[config.mk]
export PLATFORM = sky130hd
export DESIGN_NAME = ip_fragment_tunnel_classifier
export DESIGN_NICKNAME = d
export VERILOG_FILES = /design/src/rtl/core/ipftc_pkg.sv /design/src/rtl/core/ipftc_parse.sv /design/src/rtl/core/ip_fragment_tunnel_classifier.sv
export SDC_FILE = /design/constraint.sdc
export NUM_CORES = 2
export LEC_CHECK = 0
export BUFFER_PORTS_ARGS = -buffer_cell sky130_fd_sc_hd__buf_2
export CAP_MARGIN = 20
export CORE_MARGIN = 2
export CORE_UTILIZATION = 60
export CTS_BUF_LIST = sky130_fd_sc_hd__clkbuf_4 sky130_fd_sc_hd__clkbuf_8
export DETAILED_ROUTE_END_ITERATION = 6
export GPL_TIMING_DRIVEN = 0
export PLACE_DENSITY_LB_ADDON = 0.1
export SLEW_MARGIN = 20
export SYNTH_ARGS = -nofsm -noshare
export SYNTH_HDL_FRONTEND = slang
export SYNTH_SLANG_ARGS = --single-unit
[constraint.sdc]
create_clock -name i_clk -period 35.8 [get_ports i_clk]
set_input_delay 7.16 -clock i_clk [delete_from_list [all_inputs] [get_ports i_clk]]
set_output_delay 7.16 -clock i_clk [all_outputs]
set_load 0.1 [all_outputs]
[src/rtl/core/ipftc_pkg.sv]
`timescale 1ns / 1ps
package ipftc_pkg;

    localparam int SLOTS  = 16;
    localparam int SLOT_W = $clog2(SLOTS);

    localparam int CFG_IDX_W = 2;
    localparam logic [CFG_IDX_W-1:0] CFG_EXPORT_EN = 2'd0;
    localparam logic [CFG_IDX_W-1:0] CFG_EXPORT_IP = 2'd1;

    localparam logic [7:0]  ETH_TAG_HI   = 8'h81;
    localparam logic [7:0]  ETH_MPLS_HI  = 8'h88;
    localparam logic [7:0]  ETH_MPLS_LO  = 8'h47;
    localparam logic [7:0]  PROTO_GRE    = 8'd47;
    localparam logic [7:0]  PROTO_UDP    = 8'd17;
    localparam logic [15:0] VXLAN_PORT   = 16'd4789;
    localparam logic [15:0] FRAG_OFF_MSK = 16'h1FFF;
    localparam logic [15:0] FRAG_MORE    = 16'h2000;

    typedef enum logic [1:0] {
        TAG_NONE = 2'd0,
        TAG_VLAN = 2'd1,
        TAG_MPLS = 2'd2
    } t_tag_mode;

    typedef enum logic [2:0] {
        VERD_PASS   = 3'd0,
        VERD_SELF   = 3'd1,
        VERD_STORED = 3'd2,
        VERD_APPEND = 3'd3,
        VERD_REASM  = 3'd4
    } t_verdict;

    typedef enum logic [2:0] {
        S_IDLE,
        S_READ,
        S_CMP,
        S_MISS,
        S_DONE
    } t_state;

    typedef struct packed {
        logic [7:0] data_byte;
        logic       last_byte;
    } t_in;

    typedef struct packed {
        t_verdict    verdict;
        logic [15:0] strip_offset;
        logic [3:0]  slot_index;
        logic [15:0] payload_start;
        logic [15:0] total_length;
    } t_out;

    typedef struct packed {
        logic [15:0] pos;
        logic [3:0]  shift;
        logic [11:0] vlan;
        logic [7:0]  proto;
        logic [15:0] ident;
        logic [31:0] src;
        logic [31:0] dst;
        logic [3:0]  hw;
        logic [15:0] frag;
        logic [15:0] udp;
    } t_frame;

    typedef struct packed {
        logic [31:0] src;
        logic [31:0] dst;
        logic [27:0] key;
        logic [15:0] len;
        logic [15:0] start;
    } t_entry;

endpackage

[src/rtl/core/ipftc_parse.sv]
`timescale 1ns / 1ps
module ipftc_parse (
    input  logic            i_clk,
    input  logic            i_rst_n,
    input  logic            i_take,
    input  ipftc_pkg::t_in  i_in,
    output ipftc_pkg::t_frame o_frame
);
    import ipftc_pkg::*;

    t_frame    r_f, n_f, n_adv;
    t_tag_mode r_mode, n_mode;
    logic [7:0] r_held, n_held;
    logic [15:0] p;
    logic [7:0]  b;
    logic [4:0]  base;
    logic [15:0] rel;
    logic [16:0] t;

    always_comb begin
        p      = r_f.pos;
        b      = i_in.data_byte;
        n_f    = r_f;
        n_mode = r_mode;
        n_held = r_held;
        if (p == 16'd12) n_held = b;
        if (p == 16'd13) begin
            if (r_held == ETH_TAG_HI && b == 8'h00) begin
                n_mode = TAG_VLAN;
                n_f.shift = 4'd4;
            end
            if (r_held == ETH_MPLS_HI && b == ETH_MPLS_LO) begin
                n_mode = TAG_MPLS;
                n_f.shift = 4'd4;
            end
        end
        if (n_mode == TAG_VLAN) begin
            if (p == 16'd14) n_f.vlan = {b[3:0], 8'h00};
            if (p == 16'd15) n_f.vlan = {r_f.vlan[11:8], b};
            if (p == 16'd16) n_held = b;
            if (p == 16'd17 && r_held == ETH_TAG_HI && b == 8'h00) n_f.shift = 4'd8;
        end
        if (n_mode == TAG_MPLS && p == 16'd16 && !b[0]) n_f.shift = 4'd8;

        base = 5'd14 + {1'b0, n_f.shift};
        rel  = p - {11'd0, base};
        t    = {12'd0, base} + {11'd0, r_f.hw, 2'b00} + {1'b0, r_f.frag & FRAG_OFF_MSK};
        if (p >= {11'd0, base}) begin
            if (rel == 16'd0) n_f.hw = b[3:0];
            else if (rel == 16'd4) n_f.ident = {b, r_f.ident[7:0]};
            else if (rel == 16'd5) n_f.ident = {r_f.ident[15:8], b};
            else if (rel == 16'd6) n_f.frag = {b, r_f.frag[7:0]};
            else if (rel == 16'd7) n_f.frag = {r_f.frag[15:8], b};
            else if (rel == 16'd9) n_f.proto = b;
            else if (rel >= 16'd12 && rel <= 16'd15) n_f.src = {r_f.src[23:0], b};
            else if (rel >= 16'd16 && rel <= 16'd19) n_f.dst = {r_f.dst[23:0], b};
            if (rel > 16'd7) begin
                if ({1'b0, p} == t + 17'd2) n_f.udp = {b, r_f.udp[7:0]};
                if ({1'b0, p} == t + 17'd3) n_f.udp = {r_f.udp[15:8], b};
            end
        end
        n_adv     = n_f;
        n_adv.pos = (r_f.pos == 16'hFFFF) ? r_f.pos : r_f.pos + 16'd1;
    end

    assign o_frame = n_f;

    always_ff @(posedge i_clk) begin
        if (!i_rst_n) begin
            r_f    <= '0;
            r_mode <= TAG_NONE;
            r_held <= '0;
        end else if (i_take) begin
            if (i_in.last_byte) begin
                r_f    <= '0;
                r_mode <= TAG_NONE;
                r_held <= '0;
            end else begin
                r_f     <= n_adv;
                r_mode  <= n_mode;
                r_held  <= n_held;
            end
        end
    end

endmodule

[src/rtl/core/ip_fragment_tunnel_classifier.sv]
`timescale 1ns / 1ps
// Channel | Direction | Payload              | Handshake
// in      | input     | t_in  (byte, last)   | i_in_valid / o_in_ready
// out     | output    | t_out (one per frame)| o_out_valid / i_out_ready
// cfg     | input     | index, 32-bit data   | i_cfg_valid / o_cfg_ready
//
// Header bytes are taken one per cycle. After the last byte the slot table
// is scanned, one read and one compare step per slot, and no byte is taken until
// the result is handed to the output register; this waits while the previous
// result still waits at the output.
// The result register lets the next frame's bytes flow while a result waits.
// Reset is synchronous; it clears the slot valid bits at once, no clearing pass.
module ip_fragment_tunnel_classifier (
    input  logic                                i_clk,
    input  logic                                i_rst_n,
    input  logic                                i_in_valid,
    output logic                                o_in_ready,
    input  ipftc_pkg::t_in                      i_in,
    output logic                                o_out_valid,
    input  logic                                i_out_ready,
    output ipftc_pkg::t_out                     o_out,
    input  logic                                i_cfg_valid,
    output logic                                o_cfg_ready,
    input  logic [ipftc_pkg::CFG_IDX_W-1:0]     i_cfg_index,
    input  logic [31:0]                         i_cfg_data
);
    import ipftc_pkg::*;

    t_state r_state, n_state;
    t_frame w_frame, r_frm;
    logic   w_take;

    logic        r_exp_en;
    logic [31:0] r_exp_ip;

    t_entry r_mem [SLOTS];
    t_entry r_rd;
    logic [SLOTS-1:0] r_valid;
    logic [SLOT_W-1:0] r_idx, r_free;
    logic r_free_ok;

    t_out r_res, c_res;
    logic c_wr;
    logic [SLOT_W-1:0] c_waddr;
    t_entry c_wdata;
    logic c_hit, c_last, c_self, c_more, c_drop;

    logic [15:0] flen, head, off, add, start;
    logic [27:0] key;
    logic [16:0] sum;

    assign w_take      = i_in_valid && o_in_ready;
    assign o_cfg_ready = 1'b1;

    ipftc_parse u_parse (
        .i_clk   (i_clk),
        .i_rst_n (i_rst_n),
        .i_take  (w_take),
        .i_in    (i_in),
        .o_frame (w_frame)
    );

    always_comb begin
        flen   = (r_frm.pos == 16'hFFFF) ? 16'hFFFF : r_frm.pos + 16'd1;
        head   = 16'd14 + {12'd0, r_frm.shift} + {10'd0, r_frm.hw, 2'b00};
        off    = r_frm.frag & FRAG_OFF_MSK;
        key    = {r_frm.ident, r_frm.vlan};
        c_more = (r_frm.frag & FRAG_MORE) != 16'd0;
        c_self = r_exp_en && (r_frm.dst == r_exp_ip);
        add    = (flen > head) ? flen - head : 16'd0;
        sum    = {1'b0, r_rd.len} + {1'b0, add};
        c_hit  = r_valid[r_idx] && r_rd.src == r_frm.src && r_rd.dst == r_frm.dst
                 && r_rd.key == key;
        c_last = r_idx == SLOT_W'(SLOTS - 1);
        start  = 16'd0;
        c_drop = 1'b0;
        if (r_frm.proto == PROTO_GRE) begin
            c_drop = c_self;
            start  = head + off + 16'd8;
        end
        if (r_frm.proto == PROTO_UDP) begin
            c_drop = c_self && r_frm.udp == VXLAN_PORT;
            start  = head + off + 16'd16;
        end
    end

    always_comb begin
        n_state = r_state;
        unique case (r_state)
            S_IDLE: if (w_take && i_in.last_byte) n_state = S_READ;
            S_READ: n_state = S_CMP;
            S_CMP: begin
                if (c_hit) n_state = S_DONE;
                else if (c_last) n_state = S_MISS;
                else n_state = S_READ;
            end
            S_MISS: n_state = S_DONE;
            S_DONE: if (!o_out_valid || i_out_ready) n_state = S_IDLE;
            default: n_state = S_IDLE;
        endcase
    end

    always_comb begin
        o_in_ready = 1'b0;
        c_wr       = 1'b0;
        c_waddr    = r_idx;
        c_wdata    = r_rd;
        c_res      = '0;
        unique case (r_state)
            S_IDLE: o_in_ready = 1'b1;
            S_CMP: begin
                c_wdata.len = sum[16] ? 16'hFFFF : sum[15:0];
                c_wr        = c_hit;
                c_res.slot_index = 4'(r_idx);
                if (c_more) begin
                    c_res.verdict = VERD_APPEND;
                end else begin
                    c_res.verdict       = VERD_REASM;
                    c_res.payload_start = r_rd.start;
                    c_res.total_length  = c_wdata.len;
                end
            end
            S_MISS: begin
                c_waddr = r_free_ok ? r_free : '0;
                c_wdata = '{src: r_frm.src, dst: r_frm.dst, key: key, len: flen,
                            start: start};
                if (c_drop) begin
                    c_res.verdict = VERD_SELF;
                end else if (!c_more) begin
                    c_res.verdict      = VERD_PASS;
                    c_res.strip_offset = start;
                end else begin
                    c_wr             = 1'b1;
                    c_res.verdict    = VERD_STORED;
                    c_res.slot_index = 4'(c_waddr);
                end
            end
            default: ;
        endcase
    end

    always_ff @(posedge i_clk) begin
        r_rd <= r_mem[r_idx];
        if (c_wr) r_mem[c_waddr] <= c_wdata;
    end

    always_ff @(posedge i_clk) begin
        if (w_take && i_in.last_byte) r_frm <= w_frame;
        if (r_state == S_CMP || r_state == S_MISS) r_res <= c_res;
        if (r_state == S_DONE && (!o_out_valid || i_out_ready)) o_out <= r_res;
    end

    always_ff @(posedge i_clk) begin
        if (!i_rst_n) begin
            r_state     <= S_IDLE;
            r_valid     <= '0;
            r_idx       <= '0;
            r_free      <= '0;
            r_free_ok   <= 1'b0;
            o_out_valid <= 1'b0;
            r_exp_en    <= 1'b0;
            r_exp_ip    <= '0;
        end else begin
            r_state <= n_state;
            if (i_cfg_valid) begin
                if (i_cfg_index == CFG_EXPORT_EN) r_exp_en <= i_cfg_data[0];
                if (i_cfg_index == CFG_EXPORT_IP) r_exp_ip <= i_cfg_data;
            end
            if (r_state == S_IDLE) begin
                r_idx     <= '0;
                r_free_ok <= 1'b0;
            end
            if (r_state == S_CMP) begin
                if (!r_valid[r_idx] && !r_free_ok) begin
                    r_free    <= r_idx;
                    r_free_ok <= 1'b1;
                end
                if (c_hit && !c_more) r_valid[r_idx] <= 1'b0;
                if (!c_last) r_idx <= r_idx + 1'b1;
            end
            if (r_state == S_MISS && c_wr) begin
                if (!r_free_ok) r_valid[3:0] <= 4'b0001;
                else r_valid[c_waddr] <= 1'b1;
            end
            if (r_state == S_DONE && (!o_out_valid || i_out_ready)) o_out_valid <= 1'b1;
            else if (o_out_valid && i_out_ready) o_out_valid <= 1'b0;
        end
    end

endmodule

==> metrics.txt <==
Post-Route WL between 200000 and 300000 um; total number of vias slightly below 60000; synthesized flop and latch total 2596; WL per Instance ~31 um; CTS tree yes; pre-CTS setup slack 21.18 ns; critical path data arrival time around 15 ns; nets about 6700; R2R Setup Slk 26.61 ns; Post-DRT Antenna Nets 0; Mapped Area about 100000 sq um; setup ws final between 20 and 25 ns; hpwl dp approximately 200000 um; Layout fillers around 11000; Seq/Total Area, Yosys approximately 70%; # setup viols final 0; global-route wire length before repair about 410000 um; Min-Delay Path Depth 0; Final min period between 10 and 15 ns; Multi-input gate area 27500 sq um; Max-Cap Viols 0; largest net degree at the start of global routing 98; most common cell after layout, fill and taps aside edfxtp_1; Reg area 74500 sq um; CP required ~37 ns; share of post-route cells with drive strength above 1 a little under a third; later-pin clock latency in the skew report roughly 1.1 ns; most frequent cells in the layout edfxtp_1, mux4_2, nand2_1; worst vdd ir approximately 0.048 mV; failing checks DRC; Clk Tree Root Cell clkbuf_8; clk buf depth 4; Cells after Synth 5674; area leader, netlist edfxtp_1; number of global-route vias before repair 57300; HP Start r_res[54]; P&R area growth vs syn 15.2%; core area approximately 170000 sq um; Die X roughly 420 um; H-tree depth 5; worst r2r src r_frm[140]; Fin Setup TNS 0 ns; crit start category primary input; f_max 72.8 MHz; # hold bufs at CTS 0; post-synthesis cell type count 94; CP Class in -> reg; grt ovf 0; Worst-Margin Slew roughly 1.2 ns; top cell type's share of synthesized area 65.3%; Setup Buffers After CTS 0; Num CTS Buffers slightly above 400; DR iter-0 viols just over 8000; die area between 150000 and 200000 sq um; Rows 152; Starting Density 60.2%; Pins Over Slew Limit 0; Crit. End Element flop; critical-path maximum fanout 10; R2R Path End r_mem[12][21]; hold crit path type reg -> reg; Reg2Reg Depth 31; Slew HR about a fifth; clock skew between 0.09 and 0.1 ns; Async SR Flop Fraction 0%; final hold violation count 0; Area contributors post-synth edfxtp_1, mux4_2, dfxtp_1; Resize count post-CTS 0; Synth Flop Type edfxtp_1; initial antenna violation count 17; final worst-path cycle share 38.3%; I/O pins roughly 110; unrepaired setup endpoints after global routing no; pwr dens approximately 50 nW/um^2; Pleak approximately 40 nW; Worst Hold End o_out[54]; PortBufs just under 100; die height between 400 and 500 um; Vias/cell roughly 6.4; Clock Pin Slew Worst Setup and Hold Paths around 0.06 ns; Routability Congestion approximately 0.94; gr usage total about a third; Detailed Routing Iterations Pass 1 7; EDFF count, synth 2246; status complete, but fails checks; Yosys warnings 0; DRC errors left 12; syn_area_per_cell approximately 18 sq um; CTS Sinks 2596
where the power goes:
group	switching, mW	internal (mW)	leakage, nW
Clock	1.15	1.44	4.51
Sequential	0.00922	3.27	23.3
Combinational	0.113	0.0542	12.0
cell type report:
type	instances	share of cell area, %
flip-flops and latches	2596	62.6
multi-input cells	2700	23.1
clock buffers	618	6.34
repair buffers	497	3.43
well taps	2310	2.43
plain buffers	294	1.04
clock inverters	126	0.781
inverters	85	0.277
diodes	7	0.0147
stage by stage:
stage	instance area, sq um	power, mW	utilization (%)	hold WS [ns]	cells
floorplan	103000	3.44	-	0.400	5675
global placement	107000	3.50	62.2	0.400	8082
detailed placement	110000	3.50	64.4	0.405	8478
CTS	119000	6.05	69.3	0.407	9222
global route	119000	6.19	69.4	0.415	9229
finish	119000	6.03	69.4	0.413	9233
state kept, by name, indices dropped and copies added, names as in the netlist, 8 cells and up:
register and cells:
off 13, r_rd 124, r_valid 16, u_parse.r_held 8, key 28, u_parse.r_f 138, u_parse.p 16, r_exp_ip 32
r_res 54, r_mem 1984, r_frm 112, o_out 54
cell families (layout without fill, tap and decap cells):
kind of cell               count (synthesis)  after routing  share of synthesized area [%]
buffers and inverters                    379           1620                           1.43
xor gates and xnor gates                 212            212                           1.80
muxes                                    752            752                           15.0
AOI/OAI and AO/OA                        504            504                           3.30
other                                      2             10                        0.00728
adders and majority gates                 73             73                          0.950
and+or+nand+nor                         1156           1156                           5.38
DFF                                     2596           2596                           72.1
Yosys cell counts, drive strengths merged, types with 19 or more instances:
| library cell | number |
|---|---|
| mux4 | 625 |
| and2 | 45 |
| nor2 | 195 |
| inv | 83 |
| clkbuf | 224 |
| a21oi | 80 |
| xor2 | 120 |
| nand2 | 487 |
| a22oi | 129 |
| o21ai | 106 |
| a31oi | 20 |
| dfxtp | 350 |
| a21boi | 44 |
| nor2b | 96 |
| nand3 | 79 |
| ha | 64 |
| buf | 70 |
| and3 | 19 |
| xnor2 | 92 |
| nor4 | 43 |
| nand4 | 44 |
| nor3 | 60 |
| edfxtp | 2246 |
| mux2 | 112 |
routing by layer:
metal | vias up | routed length (um) | track usage [%]
li1 | 24400 | - | -
met1 | 30700 | 111000 | 47.6
met2 | 3566 | 131000 | 48.9
met3 | 564 | 32500 | 8.18
met4 | 14 | 10100 | 11.8
met5 | - | 95 | 0
critical path, stage by stage:
cell and delay [ns]:
clkbuf_1 0.65, and4b_1 0.29, nand4_1 0.09, nor3_1 0.46, a21oi_1 0.08, o31a_1 0.30, nor3_1 0.36, a21oi_1 0.27
nor3b_1 0.53, fa_1 0.52, inv_1 0.08, ha_1 0.28, a21o_1 0.18, a221oi_1 0.50, a21oi_1 0.32, a22oi_1 0.53
xor2_1 0.23, or4b_1 0.56, a21boi_2 0.16, o2111ai_2 0.33, buf_2 0.34, mux2_2 0.29
worst max-delay path by stage:
stage | slack [ns] | end | start
2_1_floorplan | 22.82 | r_frm[4] | i_in[4]
3_3_place_gp | 9.30 | r_mem[3][31] | r_state[2]
3_5_place_dp | 21.18 | r_frm[5] | i_in[2]
4_1_cts | 22.30 | r_frm[7] | i_in[2]
5_1_grt | 21.63 | r_frm[7] | i_in[2]
6_report | 22.07 | r_frm[7] | i_in[2]
(Power assumes the default switching activity.)
